File: config.mk
export PLATFORM = sky130hd
export DESIGN_NAME = mandelbrot_pixel_escape_flat
export DESIGN_NICKNAME = d
export VERILOG_FILES = /design/src/design/mpe_pkg.sv /design/src/design/mpe_in_if.sv /design/src/design/mpe_out_if.sv /design/src/design/mandelbrot_pixel_escape.sv /design/src/flat_wrapper.sv
export SDC_FILE = /design/constraint.sdc
export NUM_CORES = 2
export LEC_CHECK = 0
export BUFFER_PORTS_ARGS = -buffer_cell sky130_fd_sc_hd__buf_2
export CAP_MARGIN = 20
export CORE_AREA = 2 2 456 458
export CTS_CLUSTER_DIAMETER = 40
export DETAILED_ROUTE_END_ITERATION = 6
export DIE_AREA = 0 0 458 460
export GPL_ROUTABILITY_DRIVEN = 0
export PLACE_DENSITY = 0.53
export SETUP_SLACK_MARGIN = 0.5
export SYNTH_ARGS = -nofsm -noshare
export SYNTH_HDL_FRONTEND = slang
export SYNTH_SLANG_ARGS = --single-unit
File: constraint.sdc
create_clock -name i_clk -period 11.95 [get_ports i_clk]
set_input_delay 1.195 -clock i_clk [delete_from_list [all_inputs] [get_ports i_clk]]
set_output_delay 1.195 -clock i_clk [all_outputs]
set_load 0.005 [all_outputs]
File: src/design/mpe_pkg.sv
package mpe_pkg;

    localparam int COL_W     = 10;
    localparam int ROW_W     = 10;
    localparam int SCALE_W   = 20;
    localparam int COUNT_W   = 8;
    localparam int DATA_W    = 32;
    localparam int CFG_IDX_W = 2;

    // pixel index is stretched to a 1024 wide span before centring
    localparam int SPAN_SHIFT  = 10;
    localparam int OFFSET_MID  = 1 << 9;
    // reciprocal scaling for the divide by the frame size
    localparam int RECIP_SHIFT = 32;

    localparam logic signed [DATA_W-1:0] CENTER_REAL_RST = -32'sd247586821;
    localparam logic signed [DATA_W-1:0] CENTER_IMAG_RST = 32'sd83284740;
    localparam logic [COUNT_W-1:0]       ITER_LIMIT_RST  = 8'd50;

    typedef enum logic [CFG_IDX_W-1:0] {
        REG_CENTER_REAL = 2'd0,
        REG_CENTER_IMAG = 2'd1,
        REG_ITER_LIMIT  = 2'd2
    } t_cfg_reg;

    typedef enum logic [3:0] {
        ST_IDLE,
        ST_DIV_Q,
        ST_DIV_R,
        ST_DIV_FIX,
        ST_SCALE,
        ST_ADD,
        ST_XX,
        ST_YY,
        ST_XY,
        ST_UPD,
        ST_DONE
    } t_state;

endpackage

File: src/design/mpe_in_if.sv
interface mpe_in_if;
    logic                        valid;
    logic                        ready;
    logic [mpe_pkg::COL_W-1:0]   column;
    logic [mpe_pkg::ROW_W-1:0]   row;
    logic [mpe_pkg::SCALE_W-1:0] width_scale;
    logic [mpe_pkg::SCALE_W-1:0] height_scale;

    modport source (output valid, column, row, width_scale, height_scale, input ready);
    modport sink   (input valid, column, row, width_scale, height_scale, output ready);
endinterface

File: src/design/mpe_out_if.sv
interface mpe_out_if;
    logic                        valid;
    logic                        ready;
    logic                        pixel_color;
    logic [mpe_pkg::COUNT_W-1:0] inside_count;

    modport source (output valid, pixel_color, inside_count, input ready);
    modport sink   (input valid, pixel_color, inside_count, output ready);
endinterface

File: src/design/mandelbrot_pixel_escape.sv
// Fixed-point Mandelbrot escape count for one pixel at a time.
// i_pix carries column, row and the frame's two scale values; a transfer
// happens when valid and ready are both high. o_pix returns pixel_color and
// inside_count, one result for each pixel taken. Centre and iteration limit
// are written through the plain cfg port (index 0 centre real, 1 centre
// imaginary, 2 iteration limit); the user must write them only while no
// pixel is in flight, as the block itself does not enforce this.
// A single 32x32 signed multiplier with a registered product does all the
// multiplications under a small sequencer: per axis it forms c (divide by
// the frame size via reciprocal, correct, scale, add), then per iteration
// it forms x*x, y*y, x*y and the update, then it loads the result.
// i_pix.ready is high only while the sequencer is idle, so a new pixel is
// taken only after the result of the last one has been loaded.
// The result sits in an output register, so the next pixel is taken and
// worked on while a stalled result waits; a finished pixel then holds in
// its last state until the output register is free.
// Reset (synchronous, active low) returns the sequencer to idle, drops
// o_pix.valid and restores the default centre and limit of 50.
module mandelbrot_pixel_escape #(
    parameter int IMAGE_WIDTH   = 1024,
    parameter int IMAGE_HEIGHT  = 768,
    parameter int FRACTION_BITS = 28
) (
    input  logic                          i_clk,
    input  logic                          i_rst_n,
    input  logic                          i_cfg_we,
    input  logic [mpe_pkg::CFG_IDX_W-1:0] i_cfg_index,
    input  logic [mpe_pkg::DATA_W-1:0]    i_cfg_data,
    mpe_in_if.sink                        i_pix,
    mpe_out_if.source                     o_pix
);

    localparam int NUM_W = mpe_pkg::COL_W + mpe_pkg::SPAN_SHIFT;
    localparam int SQ_W  = 64 - FRACTION_BITS;
    localparam int CW    = mpe_pkg::COUNT_W;
    localparam int DW    = mpe_pkg::DATA_W;

    localparam logic [DW-1:0] RECIP_W =
        DW'((64'd1 << mpe_pkg::RECIP_SHIFT) / IMAGE_WIDTH);
    localparam logic [DW-1:0] RECIP_H =
        DW'((64'd1 << mpe_pkg::RECIP_SHIFT) / IMAGE_HEIGHT);
    localparam logic [NUM_W-1:0] DIV_W   = NUM_W'(IMAGE_WIDTH);
    localparam logic [NUM_W-1:0] DIV_H   = NUM_W'(IMAGE_HEIGHT);
    localparam logic [SQ_W:0]    FOUR_FX = (SQ_W+1)'(64'd4 << FRACTION_BITS);

    mpe_pkg::t_state r_state, n_state;

    logic signed [DW-1:0] r_center_real, r_center_imag;
    logic [CW-1:0]        r_limit;

    logic [mpe_pkg::COL_W-1:0]   r_column, n_column;
    logic [mpe_pkg::ROW_W-1:0]   r_row, n_row;
    logic [mpe_pkg::SCALE_W-1:0] r_wscale, n_wscale, r_hscale, n_hscale;
    logic                        r_axis, n_axis;
    logic [NUM_W-1:0]            r_quot, n_quot;
    logic signed [NUM_W:0]       r_offset, n_offset;
    logic signed [DW-1:0]        r_cre, n_cre, r_cim, n_cim;
    logic [DW-1:0]               r_x, n_x, r_y, n_y;
    logic [SQ_W-1:0]             r_xx, n_xx, r_yy, n_yy;
    logic [CW-1:0]               r_iter, n_iter, r_count, n_count;
    logic                        r_out_valid, n_out_valid;
    logic                        r_out_color, n_out_color;
    logic [CW-1:0]               r_out_count, n_out_count;
    logic signed [63:0]          r_prod;

    // shared multiplier
    logic signed [DW-1:0] mul_a, mul_b;
    logic signed [63:0]   mul_p;
    assign mul_p = mul_a * mul_b;

    // per-axis operand selection
    logic [NUM_W-1:0]            cur_num, cur_div, q0, rem, q_fix;
    logic [DW-1:0]               cur_recip;
    logic [mpe_pkg::SCALE_W-1:0] cur_scale;
    logic signed [DW-1:0]        cur_center, c_val;
    logic [SQ_W:0]               mag;
    logic                        last_iter;

    assign cur_num    = r_axis ? {r_row, {mpe_pkg::SPAN_SHIFT{1'b0}}}
                               : {r_column, {mpe_pkg::SPAN_SHIFT{1'b0}}};
    assign cur_recip  = r_axis ? RECIP_H : RECIP_W;
    assign cur_div    = r_axis ? DIV_H : DIV_W;
    assign cur_scale  = r_axis ? r_hscale : r_wscale;
    assign cur_center = r_axis ? r_center_imag : r_center_real;

    assign q0    = r_prod[mpe_pkg::RECIP_SHIFT +: NUM_W];
    assign rem   = cur_num - r_prod[NUM_W-1:0];
    assign q_fix = (rem >= cur_div) ? r_quot + NUM_W'(1) : r_quot;
    assign c_val = cur_center + signed'(r_prod[DW-1:0]);
    assign mag   = {1'b0, r_xx} + {1'b0, r_yy};
    assign last_iter = ({1'b0, r_iter} + (CW+1)'(1)) == {1'b0, r_limit};

    assign i_pix.ready        = (r_state == mpe_pkg::ST_IDLE);
    assign o_pix.valid        = r_out_valid;
    assign o_pix.pixel_color  = r_out_color;
    assign o_pix.inside_count = r_out_count;

    always_ff @(posedge i_clk) begin
        if (!i_rst_n) begin
            r_state <= mpe_pkg::ST_IDLE;
        end else begin
            r_state <= n_state;
        end
    end

    always_ff @(posedge i_clk) begin
        if (!i_rst_n) begin
            r_center_real <= mpe_pkg::CENTER_REAL_RST;
            r_center_imag <= mpe_pkg::CENTER_IMAG_RST;
            r_limit       <= mpe_pkg::ITER_LIMIT_RST;
        end else if (i_cfg_we) begin
            unique case (mpe_pkg::t_cfg_reg'(i_cfg_index))
                mpe_pkg::REG_CENTER_REAL: r_center_real <= signed'(i_cfg_data);
                mpe_pkg::REG_CENTER_IMAG: r_center_imag <= signed'(i_cfg_data);
                mpe_pkg::REG_ITER_LIMIT:  r_limit       <= i_cfg_data[CW-1:0];
                default: ;
            endcase
        end
    end

    always_ff @(posedge i_clk) begin
        if (!i_rst_n) begin
            r_axis      <= 1'b0;
            r_iter      <= '0;
            r_count     <= '0;
            r_out_valid <= 1'b0;
        end else begin
            r_axis      <= n_axis;
            r_iter      <= n_iter;
            r_count     <= n_count;
            r_out_valid <= n_out_valid;
        end
    end

    always_ff @(posedge i_clk) begin
        r_column    <= n_column;
        r_row       <= n_row;
        r_wscale    <= n_wscale;
        r_hscale    <= n_hscale;
        r_quot      <= n_quot;
        r_offset    <= n_offset;
        r_cre       <= n_cre;
        r_cim       <= n_cim;
        r_x         <= n_x;
        r_y         <= n_y;
        r_xx        <= n_xx;
        r_yy        <= n_yy;
        r_out_color <= n_out_color;
        r_out_count <= n_out_count;
        r_prod      <= mul_p;
    end

    always_comb begin
        n_state     = r_state;
        n_column    = r_column;
        n_row       = r_row;
        n_wscale    = r_wscale;
        n_hscale    = r_hscale;
        n_axis      = r_axis;
        n_quot      = r_quot;
        n_offset    = r_offset;
        n_cre       = r_cre;
        n_cim       = r_cim;
        n_x         = r_x;
        n_y         = r_y;
        n_xx        = r_xx;
        n_yy        = r_yy;
        n_iter      = r_iter;
        n_count     = r_count;
        n_out_valid = r_out_valid & ~o_pix.ready;
        n_out_color = r_out_color;
        n_out_count = r_out_count;
        mul_a       = '0;
        mul_b       = '0;

        unique case (r_state)
            mpe_pkg::ST_IDLE: begin
                if (i_pix.valid) begin
                    n_column = i_pix.column;
                    n_row    = i_pix.row;
                    n_wscale = i_pix.width_scale;
                    n_hscale = i_pix.height_scale;
                    n_axis   = 1'b0;
                    n_state  = mpe_pkg::ST_DIV_Q;
                end
            end
            mpe_pkg::ST_DIV_Q: begin
                // quotient estimate, at most one short
                mul_a   = signed'(DW'(cur_num));
                mul_b   = signed'(cur_recip);
                n_state = mpe_pkg::ST_DIV_R;
            end
            mpe_pkg::ST_DIV_R: begin
                n_quot  = q0;
                mul_a   = signed'(DW'(q0));
                mul_b   = signed'(DW'(cur_div));
                n_state = mpe_pkg::ST_DIV_FIX;
            end
            mpe_pkg::ST_DIV_FIX: begin
                n_offset = signed'({1'b0, q_fix}) - (NUM_W+1)'(mpe_pkg::OFFSET_MID);
                n_state  = mpe_pkg::ST_SCALE;
            end
            mpe_pkg::ST_SCALE: begin
                mul_a   = DW'(r_offset);
                mul_b   = signed'(DW'(cur_scale));
                n_state = mpe_pkg::ST_ADD;
            end
            mpe_pkg::ST_ADD: begin
                if (!r_axis) begin
                    n_cre   = c_val;
                    n_axis  = 1'b1;
                    n_state = mpe_pkg::ST_DIV_Q;
                end else begin
                    n_cim   = c_val;
                    n_x     = '0;
                    n_y     = '0;
                    n_iter  = '0;
                    n_count = '0;
                    n_state = (r_limit == '0) ? mpe_pkg::ST_DONE : mpe_pkg::ST_XX;
                end
            end
            mpe_pkg::ST_XX: begin
                mul_a   = signed'(r_x);
                mul_b   = signed'(r_x);
                n_state = mpe_pkg::ST_YY;
            end
            mpe_pkg::ST_YY: begin
                // squares are never negative
                n_xx    = r_prod[63:FRACTION_BITS];
                mul_a   = signed'(r_y);
                mul_b   = signed'(r_y);
                n_state = mpe_pkg::ST_XY;
            end
            mpe_pkg::ST_XY: begin
                n_yy    = r_prod[63:FRACTION_BITS];
                mul_a   = signed'(r_x);
                mul_b   = signed'(r_y);
                n_state = mpe_pkg::ST_UPD;
            end
            mpe_pkg::ST_UPD: begin
                n_x = r_xx[DW-1:0] - r_yy[DW-1:0] + r_cre;
                // low bits of twice the shifted cross product
                n_y = {r_prod[FRACTION_BITS +: DW-1], 1'b0} + r_cim;
                if (mag <= FOUR_FX) begin
                    n_count = r_count + CW'(1);
                end
                n_iter  = r_iter + CW'(1);
                n_state = last_iter ? mpe_pkg::ST_DONE : mpe_pkg::ST_XX;
            end
            mpe_pkg::ST_DONE: begin
                if (!r_out_valid || o_pix.ready) begin
                    n_out_valid = 1'b1;
                    n_out_color = (r_count >= r_limit) ? 1'b0 : 1'b1;
                    n_out_count = r_count;
                    n_state     = mpe_pkg::ST_IDLE;
                end
            end
            default: begin
                n_state = mpe_pkg::ST_IDLE;
            end
        endcase
    end

endmodule

File: src/flat_wrapper.sv
// flat-port wrapper written by rule: the top's interface ports become plain ports
module mandelbrot_pixel_escape_flat 
#(
    parameter int IMAGE_WIDTH   = 1024,
    parameter int IMAGE_HEIGHT  = 768,
    parameter int FRACTION_BITS = 28
)
  (i_clk, i_rst_n, i_cfg_we, i_cfg_index, i_cfg_data, i_pix_valid, i_pix_column, i_pix_row, i_pix_width_scale, i_pix_height_scale, i_pix_ready, o_pix_valid, o_pix_pixel_color, o_pix_inside_count, o_pix_ready);
  mpe_in_if i_pix_i ();
  mpe_out_if o_pix_i ();
  input  logic i_clk;
  input  logic i_rst_n;
  input  logic i_cfg_we;
  input  logic [mpe_pkg::CFG_IDX_W-1:0] i_cfg_index;
  input  logic [mpe_pkg::DATA_W-1:0] i_cfg_data;
  input wire logic [$bits(i_pix_i.valid)-1:0] i_pix_valid;
  input wire logic [$bits(i_pix_i.column)-1:0] i_pix_column;
  input wire logic [$bits(i_pix_i.row)-1:0] i_pix_row;
  input wire logic [$bits(i_pix_i.width_scale)-1:0] i_pix_width_scale;
  input wire logic [$bits(i_pix_i.height_scale)-1:0] i_pix_height_scale;
  output wire logic [$bits(i_pix_i.ready)-1:0] i_pix_ready;
  output wire logic [$bits(o_pix_i.valid)-1:0] o_pix_valid;
  output wire logic [$bits(o_pix_i.pixel_color)-1:0] o_pix_pixel_color;
  output wire logic [$bits(o_pix_i.inside_count)-1:0] o_pix_inside_count;
  input wire logic [$bits(o_pix_i.ready)-1:0] o_pix_ready;
  assign i_pix_i.valid = i_pix_valid;
  assign i_pix_i.column = i_pix_column;
  assign i_pix_i.row = i_pix_row;
  assign i_pix_i.width_scale = i_pix_width_scale;
  assign i_pix_i.height_scale = i_pix_height_scale;
  assign i_pix_ready = i_pix_i.ready;
  assign o_pix_valid = o_pix_i.valid;
  assign o_pix_pixel_color = o_pix_i.pixel_color;
  assign o_pix_inside_count = o_pix_i.inside_count;
  assign o_pix_i.ready = o_pix_ready;
  mandelbrot_pixel_escape #(.IMAGE_WIDTH(IMAGE_WIDTH), .IMAGE_HEIGHT(IMAGE_HEIGHT), .FRACTION_BITS(FRACTION_BITS)) u_core (.i_clk(i_clk), .i_rst_n(i_rst_n), .i_cfg_we(i_cfg_we), .i_cfg_index(i_cfg_index), .i_cfg_data(i_cfg_data), .i_pix(i_pix_i), .o_pix(o_pix_i));
endmodule
==> out/metrics.cfg <==
[run_status]
outcome = finished with violations
violations = design-rule violations

[pwr]
power.leakage_nw = 30.0
vdd_drop_max_v = 0.0000977
power_frac_seq_pct = 41.1
p_switching_mw = 1.32
p_clk_share_pct = 45.5
internal_power_mw = 3.13
power_density_mw_per_mm2 = 65.6
p_comb_share_pct = 13.5
swShare_pct = 29.6

[final_layout]
syn2layout_area_growth_pct = 10.6
drive_above_1_share_pct = 7.66
nets = 8094
n_fill_cell = 21100
fin_area_mm2 = 0.0679

[cts]
clk_path_buf_depth = 3
clock_latency_ns = 0.64
htreeDepth = 3
cts_buffers = 67
path_clk_slew_ns = 0.06
cts.sinks = 468
cts_hold_buf = 0
cts_tree = yes
root_buffer = clkbuf_16

[sta]
finClkSkew_ns = 0.0298
rsz0062_at_grt = no
setup_viol = 0
worstMarginPinSlew_ns = 1.32
slew_violations = 0
period_minus_slack_ns = 11.04
slew_headroom_pct = 11.7
maxClockFrequency_mhz = 90.5
setup_tns_ns = 0
hold_violations = 0
post-route-period-util_pct = 92.4

[grt]
grt_pass1_wl_um = 310000
use_met3_pct = 3.28
grt_busiest_layer = met2
grt-ovfl-total = 0
met1_usage_pct = 25.1
grt_max_degree = 92
antenna_found_initial = 4
grt_usage_pct = 19.6
grt_pass1_vias = 48400
met2_usage_pct = 31.8

[worst_setup_path]
worstSetupStartpoint = u_core.r_state[3]
reg2reg_from = u_core.r_state[3]
cp-start-kind = flip-flop
critPathTopFamily = adder cells
slowest_delay_ns = 0.64
critPathMaxFanout = 34
path_class = reg2reg
crit_path_frequent_cell = fa_1
arrival_ns = 11.60
worstPathRequired_ns = 12.50
end_kind = flip-flop
slowest_stage = dfxtp_1
critical_path_buf_inv_count = 5

[route]
ant_nets = 0
drc_errors = 2
dr.pass1.iters = 7
avgViaCountPerCell = 5.00
wl_per_cell_um = 22.1
via_count = 46300
routed_wl_um = 205000
drt_iter0_markers = 3781

[flow_run]
maxCapViolCount = 0

[worst_hold_path]
holdCritPathClass = reg2reg
hold_start = u_core.r_center_real[1]

[yosys]
ys_seq_area_share_pct = 20.3
avgSynthCellArea_um2 = 9.49
netlist_area_mm2 = 0.0614
syn_inst = 6466
synth-edff-count = 310
synth_area_leaders = fa_1 36%, edfxtp_1 15%, inv_1 7.5%
syn-num-nets = 8048
yosys_register_bits = 468
synth_top_area_share_pct = 36.4
synth-async-reset-ratio_pct = 0
synth_top_area_cell = fa_1
ys_top_cells_by_count = 1224 x inv_1, 1116 x fa_1, 819 x nand2_1, 724 x nor2_1, 367 x ha_1
synth_cell_types = 96
ys_warn_count = 0
yosysMostFrequentCell = inv_1
ys.flop_type = edfxtp_1

[placement]
io_buffer_count = 109
dp_hpwl_um = 167000
place_area_mm2 = 0.0656

[die]
coreArea_mm2 = 0.206
dieWidth_um = 458
ios = 110
initial_core_util_pct = 29.8
fp.dieH_um = 460
num_rows = 167
dieArea_mm2 = 0.211

==> placed cells by master, fill, tap and decap left out, types with 109 or more instances in the layout <==
cell type / count
nor2_1: 721
buf_4: 142
o21ai_0: 120
dfxtp_1: 157
xnor2_1: 123
buf_2: 109
a21oi_1: 171
fa_1: 1116
edfxtp_1: 310
inv_1: 1224
ha_1: 367
nand2_1: 818
==> cell families (layout without fill, tap and decap cells) <==
family          after synthesis  in the layout  share of synthesized area [%]
mux                          63             63                           1.12
fa+ha+maj                  1483           1483                           43.9
compound gates              741            741                           8.35
simple gates               2017           2017                           14.2
other cells                   0              2                              0
buf+inv                    1505           1605                           9.43
xor+xnor                    189            189                           2.71
flops                       468            468                           20.3
==> worst min-delay path, stage by stage (launching register included) <==
cell and delay, ns:
dfxtp_1 0.31, nand2_1 0.05, nand3_1 0.06
==> layout make-up <==
type	instances	area [um^2]	share of cell area (%)
multi-input cells	4493	43400	64.0
flip-flops and latches	468	12500	18.4
inverters	1225	4600	6.78
well taps	2704	3380	4.99
clock buffers	79	1790	2.64
repair buffers	257	1720	2.53
clock inverters	44	467	0.688
diodes	2	5.00	0.00737
==> power groups by stage <==
stage / sequential (mW) / combinational (mW) / clock [mW]
2_1_floorplan: 1.83 / 0.325 / 0
3_3_place_gp: 1.86 / 0.582 / 0
3_5_place_dp: 1.86 / 0.586 / 0
4_1_cts: 1.83 / 0.593 / 2.06
5_1_grt: 1.83 / 0.631 / 2.12
6_report: 1.83 / 0.599 / 2.02
==> sequential cells by signal (all words and copies together), names as in the netlist, 21 cells and up <==
register,cells
u_core.r_cim,32
u_core.r_prod,64
u_core.r_x,32
u_core.r_center_imag,32
u_core.r_y,32
u_core.r_center_real,32
u_core.r_xx,36
u_core.r_cre,32
u_core.r_offset,21
u_core.r_yy,36
==> metrics by stage <==
stage | util (%) | cells | hold WS, ns | setup slack [ns] | total power, mW
finish | 32.9 | 9272 | 0.464 | 0.906 | 4.45
global route | 32.9 | 9271 | 0.483 | 0.516 | 4.58
global placement | 31.8 | 9142 | 0.448 | 1.08 | 2.44
floorplan | - | 6466 | 0.404 | 1.24 | 2.15
detailed placement | 31.8 | 9145 | 0.449 | 0.978 | 2.45
CTS | 32.9 | 9268 | 0.467 | 0.916 | 4.48
==> path summary, 6_finish.rpt <==
path	depth (start not counted)	end	slack, ns
worst max-delay path	31	u_core.r_prod[62]	0.91
worst min-delay path	2	u_core.r_center_real[1]	0.46
worst max register to register	31	u_core.r_prod[62]	0.91
worst min register to register	2	u_core.r_center_real[1]	0.46
==> metal layers <==
metal,routed length [um],share of wire [%]
met2,94100,46
met4,12900,6.3
met1,83500,41
met3,14800,7.2
met5,0,0
==> timing repair <==
item                                    in CTS  in global routing
endpoints found under the setup margin       0                  1
gates resized for setup                      0                  1
buffers inserted                             0                  0
(Power assumes the default switching activity.)
